`config.mk`:
```
export PLATFORM = sky130hd
export DESIGN_NAME = lru_replacement_tracker
export DESIGN_NICKNAME = d
export VERILOG_FILES = /design/src/design/lru_pkg.sv /design/src/design/lru_replacement_tracker.sv
export SDC_FILE = /design/constraint.sdc
export NUM_CORES = 2
export LEC_CHECK = 0
export ABC_CLOCK_PERIOD_IN_PS = 5900
export BUFFER_PORTS_ARGS = -buffer_cell sky130_fd_sc_hd__buf_2
export CAP_MARGIN = 30
export CORE_MARGIN = 3
export CORE_UTILIZATION = 62
export DETAILED_ROUTE_END_ITERATION = 12
export PLACE_DENSITY_LB_ADDON = 0.3
export SYNTH_ARGS = -nofsm -noshare
export SYNTH_HDL_FRONTEND = slang
export SYNTH_SLANG_ARGS = --single-unit
```
`constraint.sdc`:
```
create_clock -name clk -period 5.9 [get_ports clk]
set_clock_uncertainty 0.15 [all_clocks]
set_input_delay 1.18 -clock clk [delete_from_list [all_inputs] [get_ports clk]]
set_output_delay 1.18 -clock clk [all_outputs]
set_load 0.005 [all_outputs]
```
`src/design/lru_pkg.sv`:
```
// Package with command and status codes of the LRU replacement tracker.
package lru_pkg;

    localparam int KEY_PORT_W = 32;

    typedef enum logic [1:0]
    {
        CMD_INSERT = 2'd0,
        CMD_EVICT  = 2'd1,
        CMD_ERASE  = 2'd2,
        CMD_NONE   = 2'd3
    } lru_cmd_t;

    typedef enum logic [1:0]
    {
        ST_DONE = 2'd0,
        ST_MISS = 2'd1,
        ST_FULL = 2'd2,
        ST_RSVD = 2'd3
    } lru_status_t;

endpackage

```
`src/design/lru_replacement_tracker.sv`:
```
// LRU replacement tracker: recency-ordered key store held in one memory.
//
// Channel   Direction  Handshake          Payload
// s_axis    in         s_tvalid/s_tready  s_tuser: command, s_tdata: key
// m_axis    out        m_tvalid/m_tready  m_tuser: status, m_tdata: victim_key, entry_count
//
// Slots 0 .. count-1 of the key memory hold keys, least recent first.
// Insert and erase scan the slots up to the hit, then move each later slot down
// by one to close the gap; evict takes slot 0 and closes the gap the same way.
// Each slot moved is read and then written through the single read and single write port.
// Reset clears the count and the control state; the memory is not cleared.
// A new command is taken only in idle; a stalled result holds in the output register.
module lru_replacement_tracker
    import lru_pkg::*;
#(
    parameter int CAPACITY = 64,
    parameter int KEY_BITS = 32,
    localparam int AW      = $clog2(CAPACITY),
    localparam int CNT_W   = $clog2(CAPACITY + 1),
    localparam int DATA_W  = ((KEY_PORT_W + CNT_W + 7) / 8) * 8
)
(
    input  logic              clk,
    input  logic              rst_n,
    input  logic              s_tvalid,
    output logic              s_tready,
    input  logic [31:0]       s_tdata,   // [31:0] key
    input  logic [1:0]        s_tuser,   // [1:0] command
    output logic              m_tvalid,
    input  logic              m_tready,
    output logic [DATA_W-1:0] m_tdata,   // [31:0] victim_key, then entry_count, zero fill
    output logic [1:0]        m_tuser    // [1:0] status
);

    typedef enum logic [2:0]
    {
        S_IDLE,
        S_RD,
        S_CMP,
        S_SHRD,
        S_SHWR,
        S_TAIL,
        S_APPEND,
        S_FINISH
    } state_t;

    state_t               state_reg;
    lru_cmd_t             op_reg;
    logic [KEY_BITS-1:0]  key_reg;
    logic [CNT_W-1:0]     ptr_reg;
    logic [CNT_W-1:0]     cnt_reg;
    lru_status_t          status_reg;
    logic [KEY_BITS-1:0]  victim_reg;
    logic                 m_valid_reg;
    logic                 m_valid_next;
    logic [DATA_W-1:0]    m_data_reg;
    logic [1:0]           m_user_reg;

    // Key memory: one write and one registered read per cycle.
    logic [KEY_BITS-1:0]  mem [CAPACITY];
    logic [KEY_BITS-1:0]  rdata_reg;
    logic [AW-1:0]        rd_addr;
    logic [AW-1:0]        wr_addr;
    logic [KEY_BITS-1:0]  wr_data;
    logic                 wr_en;

    logic [CNT_W-1:0]     ptr_inc;
    logic                 hit;

    assign ptr_inc = ptr_reg + CNT_W'(1);
    assign hit     = (op_reg == CMD_EVICT) || (rdata_reg == key_reg);

    // Read the scanned slot, or the slot above it while closing the gap.
    always_comb
    begin
        rd_addr = (state_reg == S_SHRD) ? ptr_inc[AW-1:0] : ptr_reg[AW-1:0];
        wr_en   = 1'b0;
        wr_addr = ptr_reg[AW-1:0];
        wr_data = rdata_reg;
        case (state_reg)
            S_SHWR:
            begin
                wr_en = 1'b1;
            end
            S_TAIL:
            begin
                wr_en   = (op_reg == CMD_INSERT);
                wr_addr = ptr_reg[AW-1:0];
                wr_data = key_reg;
            end
            S_APPEND:
            begin
                wr_en   = 1'b1;
                wr_addr = cnt_reg[AW-1:0];
                wr_data = key_reg;
            end
            default:
            begin
                wr_en = 1'b0;
            end
        endcase
    end

    // Drop the result on its transaction; raise it when a command finishes.
    always_comb
    begin
        m_valid_next = m_valid_reg;
        if (m_valid_reg && m_tready)
        begin
            m_valid_next = 1'b0;
        end
        if (state_reg == S_FINISH && (!m_valid_reg || m_tready))
        begin
            m_valid_next = 1'b1;
        end
    end

    always_ff @(posedge clk)
    begin
        if (wr_en)
        begin
            mem[wr_addr] <= wr_data;
        end
        rdata_reg <= mem[rd_addr];
    end

    always_ff @(posedge clk or negedge rst_n)
    begin
        if (!rst_n)
        begin
            state_reg   <= S_IDLE;
            cnt_reg     <= '0;
            m_valid_reg <= 1'b0;
            op_reg      <= CMD_NONE;
            key_reg     <= '0;
            ptr_reg     <= '0;
            status_reg  <= ST_DONE;
            victim_reg  <= '0;
        end
        else
        begin
            m_valid_reg <= m_valid_next;
            case (state_reg)
                S_IDLE:
                begin
                    if (s_tvalid)
                    begin
                        op_reg     <= lru_cmd_t'(s_tuser);
                        key_reg    <= KEY_BITS'(s_tdata);
                        ptr_reg    <= '0;
                        status_reg <= ST_DONE;
                        victim_reg <= '0;
                        case (lru_cmd_t'(s_tuser))
                            CMD_INSERT:
                            begin
                                state_reg <= (cnt_reg == '0) ? S_APPEND : S_RD;
                            end
                            CMD_EVICT, CMD_ERASE:
                            begin
                                if (cnt_reg == '0)
                                begin
                                    status_reg <= ST_MISS;
                                    state_reg  <= S_FINISH;
                                end
                                else
                                begin
                                    state_reg <= S_RD;
                                end
                            end
                            default:
                            begin
                                state_reg <= S_FINISH;
                            end
                        endcase
                    end
                end
                S_RD:
                begin
                    state_reg <= S_CMP;
                end
                S_CMP:
                begin
                    if (hit)
                    begin
                        if (op_reg == CMD_EVICT)
                        begin
                            victim_reg <= rdata_reg;
                        end
                        state_reg <= (ptr_inc < cnt_reg) ? S_SHRD : S_TAIL;
                    end
                    else if (ptr_inc < cnt_reg)
                    begin
                        ptr_reg   <= ptr_inc;
                        state_reg <= S_RD;
                    end
                    else if (op_reg == CMD_INSERT)
                    begin
                        if (cnt_reg == CNT_W'(CAPACITY))
                        begin
                            status_reg <= ST_FULL;
                            state_reg  <= S_FINISH;
                        end
                        else
                        begin
                            state_reg <= S_APPEND;
                        end
                    end
                    else
                    begin
                        status_reg <= ST_MISS;
                        state_reg  <= S_FINISH;
                    end
                end
                S_SHRD:
                begin
                    state_reg <= S_SHWR;
                end
                S_SHWR:
                begin
                    ptr_reg   <= ptr_inc;
                    state_reg <= ((ptr_inc + CNT_W'(1)) < cnt_reg) ? S_SHRD : S_TAIL;
                end
                S_TAIL:
                begin
                    if (op_reg != CMD_INSERT)
                    begin
                        cnt_reg <= cnt_reg - CNT_W'(1);
                    end
                    state_reg <= S_FINISH;
                end
                S_APPEND:
                begin
                    cnt_reg   <= cnt_reg + CNT_W'(1);
                    state_reg <= S_FINISH;
                end
                S_FINISH:
                begin
                    // Hold until the output register is free.
                    if (!m_valid_reg || m_tready)
                    begin
                        state_reg <= S_IDLE;
                    end
                end
                default:
                begin
                    state_reg <= S_IDLE;
                end
            endcase
        end
    end

    always_ff @(posedge clk)
    begin
        if (state_reg == S_FINISH && (!m_valid_reg || m_tready))
        begin
            m_data_reg <= DATA_W'({cnt_reg, KEY_PORT_W'(victim_reg)});
            m_user_reg <= status_reg;
        end
    end

    assign s_tready = (state_reg == S_IDLE);
    assign m_tvalid = m_valid_reg;
    assign m_tdata  = m_data_reg;
    assign m_tuser  = m_user_reg;

endmodule

```
==> impl_metrics.ini <==
[worst_setup_path]
worstSetupPathType = reg -> reg
required_ns = 6.22
cp-start-kind = flop
critPathMaxFanout = 26
r2r_start = state_reg[1]$_DFFE_PN0P_
arrival_ns = 5.60
crit_path_end_kind = flop
crit_start = state_reg[1]$_DFFE_PN0P_

[grt]
grt_pass1_vias = 46161
track_usage = 0.330
grt_max_degree = 112
antenna_found_initial = 11
grt_overflow = 0
grt_pass1_wl_mm = 324

[yosys]
syn_nets = 4884
async_flop_share = 0.0390
ys_ff_latch = 2207
synth.area.top_cells = edfxtp_1 77%, o22ai_1 8.2%, nor3_1 3.1%, dfrtp_1 2.6%, or4_1 1.2%
synthFlopType = edfxtp_1
ys_seq_area_frac = 0.804
synth_edf_count = 2089
synth_commonest_cells = 2,089 x edfxtp_1, 1,066 x o22ai_1, 504 x nor3_1
yosysWarnings = 0
synthDistinctLibCells = 69
syn_inst = 4824
synth_most_common_cell = edfxtp_1
synth_top_area_share = 0.770
synth.avg_cell_area_um2 = 16.9
synth_area_um2 = 81500
synth_top_area_cell = edfxtp_1

[routing]
finalWirelength_mm = 225
firstDrtPassIters = 6
ant_nets = 1
avgRoutedWirePerCell_um = 32.7
drt_iter0_drc = 9036
vias = 49014
drc_errors = 0
routed_via_density = 7.11

[worst_hold_path]
hp-class = in -> async

[timing]
setup-violations-final = 0
worst_hold_slack_ns = 0.107
hold_violations = 0
tightest_slew_ns = 1.10
max_slew_margin = 0.265
min_period_ns = 5.28
rsz0062_at_grt = false
layout_setup_ws_ns = 0.622
setup_tns_ns = 0
period_share = 0.895
maxSlewViolCount = 0
max_freq_mhz = 189

[floorplanning]
floorplan.die_area_um2 = 136000
core_um2 = 130000
fp.dieH_um = 368
io-pin-count = 82
rows = 132
start_util = 0.627
die_w_um = 368

[pwr]
ir_worst_vdd_mv = 0.505
switching_share = 0.364
cellPowerDensity_nw_per_um2 = 564
total_leakage_power_nw = 29.1
clkPwrFrac = 0.241
p_sw_mw = 18.8
seqPwrFrac = 0.433
power_frac_comb = 0.327
p_int_mw = 32.8

[clock_network]
cts_tree = built
clock_path_buffers = 3
root_buffer = clkbuf_16
htree_num_levels = 4
cts_buffers = 201
clk_pin_slew_ns = 0.07
post_cts_resized = 0
clkLatencyLatePin_ns = 0.84
ctsHoldBuffers = 0
postCtsSetupBuffers = 0
cts.sinks = 2207

[run]
drv_cap = 0

[placed_design]
gp_congestion = 1.01
io_buffers = 80
pre_cts_slack_ns = 0.890
hpwl_mm = 130

[outcome]
violations = antenna violations
status = finished with violations

[finish]
largest_reg_flops = 2048
layout-drive-gt1-share = 0.139
final_nets = 5031
largest_register = mem
area_delta_synth_final_pct = 12.3
## kinds of logic after synthesis
family | synth area share
adder cells (fa/ha/maj) | 0.00347
AND/OR/NAND/NOR | 0.0549
buffers and inverters | 0.0192
other | 0.0000460
multiplexers | 0.0162
XOR/XNOR | 0.00581
AO/OA/AOI/OAI | 0.0959
flip-flops | 0.804
## layer usage
layer	routed length [um]	GRT usage	vias up	share of wire
li1	-	-	20293	-
met1	81400	0.480	24397	0.36
met2	101000	0.481	3885	0.45
met3	34700	0.103	433	0.15
met4	8460	0.117	6	0.038
met5	39	0	-	0.00017
## placed cells by master, fill, tap and decap left out, types with 21 or more instances in the layout
cell	count
a22o_1	34
buf_12	40
buf_2	79
buf_4	152
clkbuf_1	54
clkbuf_16	201
clkinv_1	45
clkinv_2	34
dfrtp_1	84
dfxtp_1	32
edfxtp_1	2089
ha_1	21
mux2_2	57
mux2i_1	29
nand2_1	49
nor2_1	57
nor2_4	64
nor3_1	504
o21ai_0	25
o22ai_1	1066
or4_1	125
xor2_1	39
## layout make-up
type / count / area (um2)
Multi-Input combinational cell: 2267 / 15000
Clock buffer: 261 / 5320
Fill cell: 7743 / 38500
Timing Repair Buffer: 273 / 2380
Tap cell: 1742 / 2180
Clock inverter: 112 / 926
Antenna cell: 7 / 17.5
Sequential cell: 2207 / 65500
Inverter: 21 / 78.8
## worst paths after layout
kind / slack, ns / depth (start not counted) / end
setup / recovery: 0.62 / 7 / mem[24][9]$_DFFE_PP_
hold / removal: 0.11 / 1 / ptr_reg[0]$_DFFE_PN0P_
setup reg to reg: 0.62 / 7 / mem[24][9]$_DFFE_PP_
hold reg to reg: 0.30 / 0 / m_tdata[26]$_DFFE_PP_
max in group asynchronous: 4.32 / 2 / key_reg[17]$_DFFE_PN0P_
min in group clk: 0.30 / 0 / m_tdata[26]$_DFFE_PP_
## worst max-delay path, stage by stage, from the launching register on
cell	delay, ns
dfrtp_1	0.70
nor2b_1	0.72
and2_1	0.48
clkinv_1	0.35
o31ai_1	0.91
nand2_1	0.71
nor2_4	0.45
buf_4	0.43
## power groups by stage
stage	Combinational (mW)	Sequential (mW)	Clock, mW
after global placement	15.4	22.6	0
after CTS	16.1	22.3	12.5
final	16.8	22.3	12.4
after floorplan	8.73	22.2	0
after global routing	17.4	22.3	13.1
after detailed placement	16.0	22.6	0
## through the flow
step / area [um2] / instances / util / power [mW]
detailed placement: 85000 / 6503 / 0.654 / 38.6
global placement: 84800 / 6493 / 0.653 / 38.0
finish: 91400 / 6890 / 0.704 / 51.5
CTS: 91300 / 6876 / 0.702 / 50.8
floorplan: 81500 / 4824 / - / 31.0
global route: 91400 / 6883 / 0.703 / 52.8
No activity file was read; power rests on OpenSTA's default activity.
